===== config.mk =====
export PLATFORM = sky130hd
export DESIGN_NAME = hcbp_out_fifo
export DESIGN_NICKNAME = d
export VERILOG_FILES = /design/src/rtl/hcbp_pkg.sv /design/src/rtl/hcbp_out_fifo.sv
export SDC_FILE = /design/constraint.sdc
export NUM_CORES = 1
export LEC_CHECK = 0
export BUFFER_PORTS_ARGS = -buffer_cell sky130_fd_sc_hd__buf_2
export CORE_MARGIN = 2
export CORE_UTILIZATION = 57
export CTS_CLUSTER_DIAMETER = 120
export CTS_CLUSTER_SIZE = 16
export DETAILED_ROUTE_END_ITERATION = 6
export HOLD_SLACK_MARGIN = 0.06
export PLACE_DENSITY = 0.79
export SLEW_MARGIN = 20
export SYNTH_ARGS = -nofsm -noshare
export SYNTH_HDL_FRONTEND = slang
export SYNTH_SLANG_ARGS = --single-unit

===== constraint.sdc =====
create_clock -name clk -period 2.58 [get_ports clk]
set_clock_uncertainty 0.2 [all_clocks]
set_input_delay 0.258 -clock clk [delete_from_list [all_inputs] [get_ports clk]]
set_output_delay 0.258 -clock clk [all_outputs]
set_load 0.02 [all_outputs]

===== src/rtl/hcbp_pkg.sv =====
package hcbp_pkg;

    localparam int SYMBOL_COUNT = 256;
    localparam int MAX_CODE_LEN = 32;
    localparam int WORD_BITS    = 32;

    localparam int SYM_W   = $clog2(SYMBOL_COUNT);
    localparam int LEN_W   = $clog2(MAX_CODE_LEN + 1);
    localparam int FREE_W  = $clog2(WORD_BITS + 1);
    localparam int NIBBLE_W = 4;

    // Widths of the request fields as they travel on the ports.
    localparam int IN_SYMBOL_W = 8;
    localparam int IN_CODE_W   = 32;
    localparam int IN_LEN_W    = 6;
    localparam int IN_BYTE_W   = 8;
    localparam int SYM_CMP_W   = IN_BYTE_W + 1;
    localparam int S_TDATA_W   = 56;

    localparam int FIFO_DEPTH = 4;
    localparam int FIFO_AW    = $clog2(FIFO_DEPTH);

    typedef enum logic
    {
        FUNC_LOAD   = 1'b0,
        FUNC_ENCODE = 1'b1
    } func_t;

    typedef enum logic
    {
        STATUS_OK       = 1'b0,
        STATUS_NO_ENTRY = 1'b1
    } status_t;

    // One symbol lookup handed from the table stage to the packer.
    typedef struct packed
    {
        logic [LEN_W-1:0]        len;
        logic [MAX_CODE_LEN-1:0] code;
        logic                    miss;
        logic                    op_end;
    } op_t;

    typedef struct packed
    {
        logic [WORD_BITS-1:0] word;
        logic                 final_word;
        status_t              status;
    } res_t;

endpackage


===== src/rtl/hcbp_out_fifo.sv =====
module hcbp_out_fifo
(
    input  logic            clk,
    input  logic            rst_n,
    input  logic            wr_en,
    input  hcbp_pkg::res_t  wr_data,
    output logic            full,
    output logic            rd_valid,
    input  logic            rd_ready,
    output hcbp_pkg::res_t  rd_data
);

    hcbp_pkg::res_t                 mem [hcbp_pkg::FIFO_DEPTH];
    logic [hcbp_pkg::FIFO_AW-1:0]   wptr_reg;
    logic [hcbp_pkg::FIFO_AW-1:0]   rptr_reg;
    logic [hcbp_pkg::FIFO_AW:0]     count_reg;
    logic [hcbp_pkg::FIFO_AW:0]     count_next;
    logic                           push;
    logic                           pop;

    assign full     = count_reg == (hcbp_pkg::FIFO_AW + 1)'(hcbp_pkg::FIFO_DEPTH);
    assign rd_valid = count_reg != '0;
    assign push     = wr_en && !full;
    assign pop      = rd_valid && rd_ready;
    assign rd_data  = mem[rptr_reg];

    always_comb
    begin
        count_next = count_reg;
        if (push && !pop)
        begin
            count_next = count_reg + 1'b1;
        end
        else if (pop && !push)
        begin
            count_next = count_reg - 1'b1;
        end
    end

    always_ff @(posedge clk)
    begin
        if (push)
        begin
            mem[wptr_reg] <= wr_data;
        end
    end

    always_ff @(posedge clk or negedge rst_n)
    begin
        if (!rst_n)
        begin
            wptr_reg  <= '0;
            rptr_reg  <= '0;
            count_reg <= '0;
        end
        else
        begin
            count_reg <= count_next;
            if (push)
            begin
                wptr_reg <= wptr_reg + 1'b1;
            end
            if (pop)
            begin
                rptr_reg <= rptr_reg + 1'b1;
            end
        end
    end

endmodule


After elaboration in Yosys (flattened, before gate mapping)
Memories as Yosys holds them, arrays and structs flattened. Cells that the tools add are included.

Register bits after elaboration: 7. Bits in writable memories: 136. Input port bits: 38. Output and inout bits: 36. Word-level logic and storage cells: 22. Memories kept: 1.

Memory list: mem (depth 4, width 34, read ports 1, clocked after memory_dff 0, wr ports 1, line hcbp_out_fifo.sv:13) `hcbp_pkg::res_t mem [hcbp_pkg::FIFO_DEPTH];`.

Add/sub/neg operators: 4. Equality and inequality tests: 1. Mux-type cells: 4. Reductions and logical operators: 9.

Operators with widths (number): $mux W3 (2); $add A2 B1 Y2 const B (2); $logic_and A1 B1 Y1 (4); $add A3 B1 Y3 const B (1); $eq A3 B3 Y1 const B (1); $logic_not A1 Y1 (3); $reduce_bool A3 Y1 (1); $sub A3 B1 Y3 const B (1); $mux W1 (2); $reduce_bool A2 Y1 (1).

Depth between registers and ports, before layout
Depth in word-level cells: 7. Depth in mapped cells: 9. Mapped depth without buffers: 8.

Worst setup path before layout
OpenSTA, ideal clock, no wires.

Path type: reg2reg. Start point: register count_reg[1] (netlist bit). End point: register count_reg[2] (netlist bit). Library setup time: 0.079 ns. Data arrival time: 2.037 ns. Data required time: 2.301 ns. Path slack: 0.264 ns. Cell stages (with the launch flop): 9. Buffers on the path: 0. Period minus slack after synthesis: 2.316 ns. Cell sequence: dfrtp_1 or3_1 nand2_1 ha_1 inv_1 fa_1 xor2_1 nor2_1 xor2_1.

Elaborated cells between the ends (all ways): 14. Classes of those cells: 2 x add/sub; 1 x eq/ne; 2 x mux; 9 x reduce/logical.

RTL lines: start: declaration (line hcbp_out_fifo.sv:16) `logic [hcbp_pkg::FIFO_AW:0] count_reg;`; start signal: assignment (line hcbp_out_fifo.sv:58) `count_reg <= count_next;`; $reduce_bool A3 Y1 * (line hcbp_out_fifo.sv:22) `assign rd_valid = count_reg != '0;`; via rd_valid (line hcbp_out_fifo.sv:8) `output logic rd_valid,`; $logic_and A1 B1 Y1 * (line hcbp_out_fifo.sv:24) `assign pop = rd_valid && rd_ready;`; $logic_not A1 Y1 (line hcbp_out_fifo.sv:30) `if (push && !pop)`; $logic_and A1 B1 Y1 (line hcbp_out_fifo.sv:30); $mux W3 or $reduce_bool A2 Y1 (tied branches).

Mark *: on every way through the listed nets, which the timed path passes. The rest lies on a longest branch. The select of a mux whose other input is x is not followed. A chain may end at the register's enable or synchronous reset.

==> qor.yml <==
crit_path_start_kind: "flop"
fin_tns_setup_ps: 0
cts_tree: "done"
core_area_um2: 9200
fin_crit_ps: 2490
die-width_um: 101
max-slew-margin-rel: 0.756
worstPathCellList: "buf_4, mux4_1, buf_2"
grt_antenna_before_repair: 0
insertion_delay_ps: 510
worstRegToRegCells: 8
end_kind: "output pin"
grt_pass1_wl_mm: 14.8
ios: 74
nets: 390
cts.clk_slew.worst_paths_ps: 60
start_util: 0.586
vias: 2602
hold_path.class: "primary input to flop"
slowest_stage: "mux4_1"
cp_max_fo: 18
powerDensity_nw_per_um2: 1180
rsz0062_at_grt: "no"
wire_per_inst_um: 20.5
grt.total_usage: 0.202
grt_max_degree: 23
crit_cells: 3
via_per_inst: 5.54
grt_remaining_overflow: 0
worstReg2RegEnd: "count_reg[2]"
finalSetupViolations: 0
antenna_cells: 0
routed_wl_mm: 9.62
antenna_left: 0
drc: 0
cts.sinks: 143
hpwl_mm: 5.55
grt_pass1_vias: 2770
rows: 35
crit_arrival_ps: 2030
drt_iter0_markers: 134
portBuffers: 73
maxSlewViolCount: 0
dr.pass1.iters: 4
crit-reg2reg-launch: "count_reg[1]"
cts_buffer_depth: 2
fin_crit_sh: 0.965
cp-startpoint: "rptr_reg[0]"
crit_end: "rd_data[29]"
numCtsBuffers: 17
tightest_slew_ps: 366
critPathBufInv: 2
hold_ws_ps: 93.3
largest_reg_flops: 136
ir_drop_mv: 0.777
synth.cell_area_um2: 5390
critical_path.top_delay_family: "multiplexers"
drive_gt1_frac: 0.423
avgSynthCellArea_um2: 25.3
fp.dieH_um: 101
yosysSeqAreaShare: 0.791
clockRootBuffer: "clkbuf_8"
drv_cap: 0
hold_viol_final: 0
dieArea_um2: 10200
p_leak_nw: 2.47
syn_inst: 213
htree_levels: 4
area_growth_pct: 27.2
gp_congestion: 0.643
ys_ff_latch: 143
syn-num-nets: 257
ys_types: 21
path_class: "flop to output pin"
cp.required_ps: 2120
status: "finished, final reports clean"
yosysWarningCount: 0
crit_path_max_incr_delay_ps: 640
fmax_ghz: 0.402
rrSetupSlack_ps: 230
-- cells by family after synthesis --
family        share of synthesized area
fa+ha+maj                        0.0153
buf+inv                          0.0211
simple gates                     0.0116
xor+xnor                        0.00976
mux                               0.151
flops                             0.791
-- cell usage after synthesis --
library cell | instances | area, um^2
buf_12 | 3 | 60.1
nand2_1 | 1 | 3.75
ha_1 | 5 | 62.6
nand3_1 | 1 | 5.00
mux2_2 | 1 | 11.3
xnor2_1 | 4 | 35.0
nor3b_2 | 1 | 12.5
xor2_1 | 2 | 17.5
buf_2 | 4 | 20.0
dfrtp_1 | 7 | 175
fa_1 | 1 | 20.0
edfxtp_1 | 136 | 4080
buf_6 | 2 | 22.5
mux4_2 | 28 | 631
nor2b_1 | 1 | 6.26
mux4_1 | 6 | 158
inv_1 | 3 | 11.3
nor2_1 | 1 | 3.75
or3_1 | 1 | 6.26
mux2_4 | 1 | 15.0
and2_1 | 4 | 25.0
-- placed cells by master (no fill, tap or decap), drive strengths merged --
master	Yosys	final
edfxtp	136	136
buf	9	86
dlygate4sd3	0	37
mux4	34	34
clkbuf	0	17
clkinv	0	8
dfrtp	7	7
ha	5	5
and2	4	4
xnor2	4	4
inv	3	4
bufinv	0	3
clkinvlp	0	3
xor2	2	2
mux2	2	2
nor3b	1	1
nor2b	1	1
or3	1	1
nand2	1	1
nand3	1	1
nor2	1	1
fa	1	1
-- power by group --
part / internal, mW / switching [mW]
clock network: 1.46 / 0.912
registers: 3.09 / 0.202
logic: 1.07 / 1.38
total: 5.62 / 2.50
-- worst reg2reg max path, stage by stage (launching register included) --
cell and delay [ps]:
dfrtp_1 430, or3_1 430, nand2_1 140, ha_1 200, inv_1 60, fa_1 390
xor2_1 180, nor2_1 110, xor2_1 140
-- stage by stage --
step	std cells	total power, mW	area, um^2	utilization	setup WS (ps)
final	470	8.11	6850	0.745	90.2
after global routing	470	8.47	6850	0.745	5.21
after CTS	470	8.17	6850	0.744	3.64
after detailed placement	401	5.74	5890	0.641	225
after global placement	401	5.67	5890	0.641	354
after floorplan	213	5.06	5390	-	264
-- how the worst min path moves through the flow --
stage / startpoint / endpoint / slack, ps / cells past startpoint
after global placement: rst_n / count_reg[0] / -100 / 1
after floorplan: rst_n / count_reg[0] / -240 / 0
after CTS: wr_en / wptr_reg[0] / 90 / 4
final: wr_en / wptr_reg[0] / 90 / 4
after global routing: wr_en / wptr_reg[0] / 120 / 4
after detailed placement: rst_n / count_reg[2] / -100 / 1
-- metal layers --
metal	global-route usage	share of wire
met2	0.316	0.51
met1	0.278	0.43
met3	0.0545	0.046
met5	0	0
met4	0.0780	0.015
-- layout make-up --
type | instances | area [um^2]
clock buffer | 17 | 414
clock inverter | 15 | 169
fill | 534 | 2350
inverter | 3 | 11.3
multi-input combinational | 58 | 1020
sequential | 143 | 4260
tap | 111 | 139
timing repair buffer | 123 | 833
-- timing repair --
action | in CTS | in global routing
resized for setup | 0 | 1
endpoints found under the hold margin | 146 | 0
setup buffers | 0 | 0
hold buffers | 37 | 0
endpoints found under the setup margin | 0 | 14
No activity file was read; power rests on OpenSTA's default activity.
