<file path="src/rtl/hcbp_pkg.sv">
package hcbp_pkg;

    localparam int SYMBOL_COUNT = 256;
    localparam int MAX_CODE_LEN = 32;
    localparam int WORD_BITS    = 32;

    localparam int SYM_W   = $clog2(SYMBOL_COUNT);
    localparam int LEN_W   = $clog2(MAX_CODE_LEN + 1);
    localparam int FREE_W  = $clog2(WORD_BITS + 1);
    localparam int NIBBLE_W = 4;

    // Widths of the request fields as they travel on the ports.
    localparam int IN_SYMBOL_W = 8;
    localparam int IN_CODE_W   = 32;
    localparam int IN_LEN_W    = 6;
    localparam int IN_BYTE_W   = 8;
    localparam int SYM_CMP_W   = IN_BYTE_W + 1;
    localparam int S_TDATA_W   = 56;

    localparam int FIFO_DEPTH = 4;
    localparam int FIFO_AW    = $clog2(FIFO_DEPTH);

    typedef enum logic
    {
        FUNC_LOAD   = 1'b0,
        FUNC_ENCODE = 1'b1
    } func_t;

    typedef enum logic
    {
        STATUS_OK       = 1'b0,
        STATUS_NO_ENTRY = 1'b1
    } status_t;

    // One symbol lookup handed from the table stage to the packer.
    typedef struct packed
    {
        logic [LEN_W-1:0]        len;
        logic [MAX_CODE_LEN-1:0] code;
        logic                    miss;
        logic                    op_end;
    } op_t;

    typedef struct packed
    {
        logic [WORD_BITS-1:0] word;
        logic                 final_word;
        status_t              status;
    } res_t;

endpackage

</file>
<file path="src/rtl/hcbp_packer.sv">
module hcbp_packer
(
    input  logic            clk,
    input  logic            rst_n,
    input  logic            op_valid,
    input  hcbp_pkg::op_t   op,
    output logic            op_ready,
    output logic            res_valid,
    output hcbp_pkg::res_t  res,
    input  logic            res_full
);

    logic [hcbp_pkg::WORD_BITS-1:0] acc_reg;
    logic [hcbp_pkg::WORD_BITS-1:0] acc_next;
    logic [hcbp_pkg::FREE_W-1:0]    free_reg;
    logic [hcbp_pkg::FREE_W-1:0]    free_next;
    logic                           aborted_reg;
    logic                           aborted_next;
    logic                           flush_reg;
    logic                           flush_next;

    logic                           take;
    logic [hcbp_pkg::FREE_W-1:0]    len_f;
    logic [hcbp_pkg::WORD_BITS-1:0] code_w;
    logic                           fits;
    logic [hcbp_pkg::FREE_W-1:0]    rem;
    logic [hcbp_pkg::WORD_BITS-1:0] acc_fill;
    logic [hcbp_pkg::FREE_W-1:0]    free_fill;

    assign op_ready  = !flush_reg && !res_full;
    assign take      = op_valid && op_ready;
    assign len_f     = hcbp_pkg::FREE_W'(op.len);
    assign code_w    = hcbp_pkg::WORD_BITS'(op.code);
    assign fits      = len_f <= free_reg;
    assign rem       = len_f - free_reg;
    assign acc_fill  = acc_reg | (code_w << (free_reg - len_f));
    assign free_fill = free_reg - len_f;

    always_comb
    begin
        acc_next     = acc_reg;
        free_next    = free_reg;
        aborted_next = aborted_reg;
        flush_next   = flush_reg;
        res_valid    = 1'b0;
        res          = '{word: '0, final_word: 1'b0, status: hcbp_pkg::STATUS_OK};
        priority if (flush_reg)
        begin
            // Bits left over from a code that crossed into a new word on the last byte.
            if (!res_full)
            begin
                res_valid      = 1'b1;
                res.word       = acc_reg;
                res.final_word = 1'b1;
                acc_next       = '0;
                free_next      = hcbp_pkg::FREE_W'(hcbp_pkg::WORD_BITS);
                flush_next     = 1'b0;
            end
        end
        else if (take && aborted_reg)
        begin
            if (op.op_end)
            begin
                aborted_next = 1'b0;
            end
        end
        else if (take && op.miss)
        begin
            res_valid      = 1'b1;
            res.final_word = 1'b1;
            res.status     = hcbp_pkg::STATUS_NO_ENTRY;
            acc_next       = '0;
            free_next      = hcbp_pkg::FREE_W'(hcbp_pkg::WORD_BITS);
            aborted_next   = !op.op_end;
        end
        else if (take && fits)
        begin
            if (free_fill == '0 || op.op_end)
            begin
                res_valid      = 1'b1;
                res.word       = acc_fill;
                res.final_word = op.op_end;
                acc_next       = '0;
                free_next      = hcbp_pkg::FREE_W'(hcbp_pkg::WORD_BITS);
            end
            else
            begin
                acc_next  = acc_fill;
                free_next = free_fill;
            end
        end
        else if (take)
        begin
            res_valid  = 1'b1;
            res.word   = acc_reg | (code_w >> rem);
            acc_next   = code_w << (hcbp_pkg::FREE_W'(hcbp_pkg::WORD_BITS) - rem);
            free_next  = hcbp_pkg::FREE_W'(hcbp_pkg::WORD_BITS) - rem;
            flush_next = op.op_end;
        end
        else
        begin
            res_valid = 1'b0;
        end
    end

    always_ff @(posedge clk or negedge rst_n)
    begin
        if (!rst_n)
        begin
            acc_reg     <= '0;
            free_reg    <= hcbp_pkg::FREE_W'(hcbp_pkg::WORD_BITS);
            aborted_reg <= 1'b0;
            flush_reg   <= 1'b0;
        end
        else
        begin
            acc_reg     <= acc_next;
            free_reg    <= free_next;
            aborted_reg <= aborted_next;
            flush_reg   <= flush_next;
        end
    end

endmodule

</file>
<file path="config.mk">
export PLATFORM = sky130hd
export DESIGN_NAME = hcbp_packer
export DESIGN_NICKNAME = d
export VERILOG_FILES = /design/src/rtl/hcbp_pkg.sv /design/src/rtl/hcbp_packer.sv
export SDC_FILE = /design/constraint.sdc
export NUM_CORES = 1
export LEC_CHECK = 0
export BUFFER_PORTS_ARGS = -buffer_cell sky130_fd_sc_hd__buf_2
export CORE_MARGIN = 3
export CORE_UTILIZATION = 40
export CTS_CLUSTER_DIAMETER = 40
export DETAILED_ROUTE_END_ITERATION = 16
export PLACE_DENSITY = 0.57
export SYNTH_ARGS = -nofsm -noshare
export SYNTH_HDL_FRONTEND = slang
export SYNTH_SLANG_ARGS = --single-unit
export TNS_END_PERCENT = 1
</file>
<file path="constraint.sdc">
create_clock -name clk -period 4.3 [get_ports clk]
set_input_delay 0.43 -clock clk [delete_from_list [all_inputs] [get_ports clk]]
set_output_delay 0.43 -clock clk [all_outputs]
set_load 0.05 [all_outputs]
</file>
# == Word-level counts from Yosys, hierarchy flattened ==
# Index checks and enable logic that the tools add are counted.
# totals
ff_bits,40
latchBits,0
mem_bits_rw,0
rom_bits,0
out_inout_bits,36
word_cells,72
n_memories,0
# op_classes
n_addsub,3
multipliers,0
div_mod_pow,0
order_cmp,1
n_eq_ne,3
shifts,3
muxes,41
bitwise_logic,3
reduce_logical,14
# op_table
cell,count
32-bit two-way mux,10
33-bit two-way mux,3
32-bit OR,2
32-bit by 6-bit left shift with 32-bit output,2
6-bit two-way mux,7
34-bit two-way mux,1
32-bit by 6-bit >> shifter with 32-bit output,1
1-bit two-way mux,20
6-bit subtractor,2
6-bit <= comparator,1
6-bit zero test,1
"2-bit != test, second input constant",3
3-bit AND reduction,2
"6-bit subtractor, first input constant",1
1-bit logical AND,5
4-bit nonzero test,1
1-bit zero test,3
2-bit nonzero test,1
1-bit logical OR,1
1-bit NOT,1

# == Logic depth before layout (Yosys ltp) ==
# logic_depth
word_depth,8
depth_mapped,17

# == Worst setup path after synthesis ==
# OpenSTA, ideal clock, no wires.
# synth_path
path_type,input to register
start,input op[34] (netlist bit)
end,register acc_reg[27] (netlist bit)
setup_ns,0.126
t_arrival_ns,4.027
required_time_ns,4.174
slack_ns,0.147
stages,15
path_buffers,4
path_cell_list,inv_1 ha_1 inv_1 fa_1 inv_1 buf_2 clkbuf_1 ha_1 clkbuf_1 buf_2 mux4_2 nand2_1 nand3_1 a32o_1 a221o_1
# synth_between
elab_chain_len,8
word_cells_on_any_way,18
cone_classes,add/sub (3); order compare (1); shift (2); mux (6); bitwise (1); reduce/logical (5)
# synth_rtl
item,line_no,source
start: declaration,hcbp_packer.sv:6,"input hcbp_pkg::op_t op,"
6-bit subtractor (on tied branches),"hcbp_packer.sv:35, hcbp_packer.sv:36, hcbp_packer.sv:37",
"6-bit subtractor, or another cell as far along",hcbp_packer.sv:96,acc_next = code_w << (hcbp_pkg::FREE_W'(hcbp_pkg::WORD_BITS) - rem);
"32-bit by 6-bit left shift with 32-bit output, or another cell as far along",hcbp_packer.sv:96,
32-bit two-way mux (on tied branches),"hcbp_packer.sv:92, hcbp_packer.sv:78",
32-bit two-way mux,hcbp_packer.sv:76,else if (take && fits)
32-bit two-way mux,hcbp_packer.sv:67,else if (take && op.miss)
32-bit two-way mux,hcbp_packer.sv:60,else if (take && aborted_reg)
32-bit two-way mux,hcbp_packer.sv:47,priority if (flush_reg)
end signal: assignment,hcbp_packer.sv:117,acc_reg <= acc_next;
end: declaration,hcbp_packer.sv:13,logic [hcbp_pkg::WORD_BITS-1:0] acc_reg;
# Several ways; a longest one is shown, not always the timed one. The select of a mux whose other input is x is not followed.
# A chain may end at the register's enable or synchronous reset.

==> metrics.md <==
| Metric | Value |
|---|---|
| Number of flip-flops in the largest register | 32 |
| Skew-Pair Late Insertion Delay | 0.30 ns |
| Die Ht | 144.6 um |
| Tcrit/Tclk final | 98.25% |
| Initial antenna violation count | 0 |
| Syn Nets | 1,033 |
| Yosys warnings | 0 |
| Worst r2r dst | acc_reg[30] |
| Final ANT Viol Nets | 0 |
| R2R Path Start | free_reg[2] |
| Yosys top cell area share | 16.79% |
| XOR/XNOR Fraction of Synth Area | 2.425% |
| Final wirelength | 36,770 um |
| FF+latch count, synth | 40 |
| CTS Buf Count | 5 |
| Initial DRC count | 1,160 |
| Met2 usage | 52.04% |
| Gr usage total | 34.75% |
| Synth Area in Adders | 2.474% |
| Synth Area per Inst | 7.886 sq um |
| Final Hold Viols | 0 |
| Most frequent cells in the layout | nand2_1, mux2i_1, buf_4 |
| Crit path cell chain | inv_1, ha_1, inv_1, fa_2, xor2_4, mux4_1, a21oi_2, buf_4, mux2i_1, o211ai_1, nor3_1, o31a_1, buf_2 |
| Worst-path maximum fanout | 5 |
| Unrepaired setup endpoints after global routing | true |
| Vias | 8,919 |
| CP Data Arrival Time | 3.79 ns |
| Slowest stage cell, crit path | mux4_1 |
| Complex-gate fraction of the synthesized area | 24.72% |
| Pre-Repair DR Iteration Count | 5 |
| CP Buf/Inv Count | 4 |
| Fillers | 1,903 |
| Post-CTS Hold Buffers | 0 |
| PortBufs | 79 |
| Number of global-route vias before repair | 8,231 |
| Global-route wire length before repair | 53,670 um |
| Fin worst setup slack | 0.07536 ns |
| Pre-CTS setup slack | 0.1869 ns |
| CTS tree | yes |
| Setup Fix Bufs, Post-CTS | 0 |
| Largest net degree at the start of global routing | 41 |
| Post-synth top area cell | mux2i_1 |
| Critical Path Start Type | register |
| Register area share after synthesis | 13.03% |
| # setup viols final | 0 |
| Crit end category | output pin |
| WL per Instance | 28.35 um |
| Synth Area in Simple Gates | 18.49% |
| Post-synthesis cell type count | 69 |
| Setup CP Type | register to output pin |
| Min cycle time layout | 4.225 ns |
| Initial Utilization | 40.97% |
| Clk root buf | clkbuf_16 |
| Number of synthesized flops with an enable pin | 0 |
| Main combinational cell family by area after synthesis | multiplexers |
| Crit. path cell count | 13 |
| Post-synthesis mux area share | 32.42% |
| Die area | 20,920 sq um |
| Cell mode on critical path | inv_1 |
| Ys flop type | dfrtp_1 |
| Async S/R FF share, synth | 100.0% |
| Drt drc | 0 |
| Maxcap violations | 0 |
| R2r setup slk | 0.38 ns |
| Routing usage on met3 | 6.118% |
| Final GP Congestion | 1.085 |
| P&R area growth vs syn | 16.79% |
| Net count, final | 1,120 |
| Relative slew slack | 6.803% |
| Clk slew on worst S/H paths | 0.06 ns |
| Max Slew Vio Count | 0 |
| Final Non-Filler Cells | 1,297 |
| Status | completed |
| Achievable Freq | 0.2367 GHz |
| Ratio of cells with drive above 1 in the final layout | 24.93% |
| HP Class | input port to asynchronous set/reset pin |
| Skew final | 0.007690 ns |
| Grt total ovfl | 0 |
| I/O pin count | 80 |
| Dpl hpwl | 28,280 um |
| FP Rows | 50 |
| Clock Tree Buf Depth | 2 |
| Placed Instances | 1,289 |
| Met1 Use GR | 47.05% |
| Htree depth | 2 |
| Cells after Synth | 975 |
| Die W | 144.6 um |
| Crit path max-delay family | compound AO/OA/AOI/OAI gates |
| Netlist Area Pre-Place | 7689 sq um |
| CTS sink cnt | 40 |
| # diodes | 0 |
| CP required | 3.87 ns |
| Max incr delay on CP | 0.67 ns |
| Worst Max-Slew Pin Slew | 1.387 ns |
| Gr busiest metal | met2 |
| Core area | 18,770 sq um |
| DR vias/cell | 6.877 |
| Top cells by area, synth | mux2i_1, dfrtp_1, mux4_2 |
| Worst reg2reg path depth | 8 |
kinds of logic (layout without fill, tap and decap cells):
logic type / after synthesis / count (layout)
AO/OA/AOI/OAI: 277 / 277
XOR/XNOR: 17 / 17
adder cells (fa/ha/maj): 14 / 14
buffers and inverters: 116 / 204
flip-flops: 40 / 40
multiplexers: 195 / 195
AND/OR/NAND/NOR: 316 / 316
worst register-to-register path: cells and delay by family, from the launching register on:
| family | cells | cell delay, ns |
|---|---|---|
| AO/OA/AOI/OAI | 2 | 0.56 |
| adder cells (fa/ha/maj) | 1 | 0.62 |
| flip-flops | 1 | 0.41 |
| XOR/XNOR | 2 | 1.08 |
| AND/OR/NAND/NOR | 1 | 0.32 |
| multiplexers | 1 | 0.59 |
| buffers and inverters | 1 | 0.24 |
cells in the mapped netlist, drive strengths merged, types with 5 or more instances:
master,instances
a211oi,20
buf,43
xnor2,10
inv,31
nor3,39
mux4,40
o211ai,10
clkbuf,42
a21oi,65
and2,12
o221ai,5
and3,10
o21ai,51
ha,12
a21o,5
mux2i,129
a32oi,6
o22ai,20
a22oi,5
xor2,6
nand2b,5
dfrtp,39
nand3,33
or3,7
a221o,26
mux2,26
nor2b,5
nand2,125
a31oi,15
a211o,5
nor2,66
worst max path at each step:
| stage | startpoint | end |
|---|---|---|
| floorplan | op[34] | acc_reg[27] |
| global placement | op[34] | res[23] |
| detailed placement | op[34] | res[31] |
| CTS | free_reg[0] | res[23] |
| global route | free_reg[0] | res[23] |
| finish | free_reg[0] | res[31] |
metrics by stage:
stage	utilization [%]	setup TNS, ns	cell area [sq um]	hold WS (ns)
6_report	47.85	0	8980	0.3037
5_1_grt	47.85	-0.02314	8980	0.3657
4_1_cts	47.61	0	8936	0.3304
3_5_place_dp	46.69	0	8762	0.5024
3_3_place_gp	46.69	0	8762	0.4996
2_1_floorplan	-	0	7689	0.1344
area by class of cell:
cell class              instances  area [sq um]  share of cell area (%)
multi-input cells             819          6314                   70.31
clock buffers                   6         128.9                   1.435
flip-flops and latches         40          1002                   11.16
inverters                      31         116.4                   1.296
well taps                     234         292.8                   3.260
repair buffers                165          1091                   12.15
clock inverters                 2         35.03                  0.3901
what timing repair did:
action	CTS	global route
pin swaps	0	1
endpoints found under the hold margin	0	0
setup endpoints to repair	3	10
resized for setup	3	8
per-layer routing:
layer | wire (um) | share of wire (%)
met1 | 14850 | 40
met2 | 15790 | 43
met3 | 3512 | 9.6
met4 | 2615 | 7.1
met5 | 0 | 0
Power is left out: the tool's default activity adds up to more than one toggle a clock period on the data nets, which glitch-free logic cannot reach.
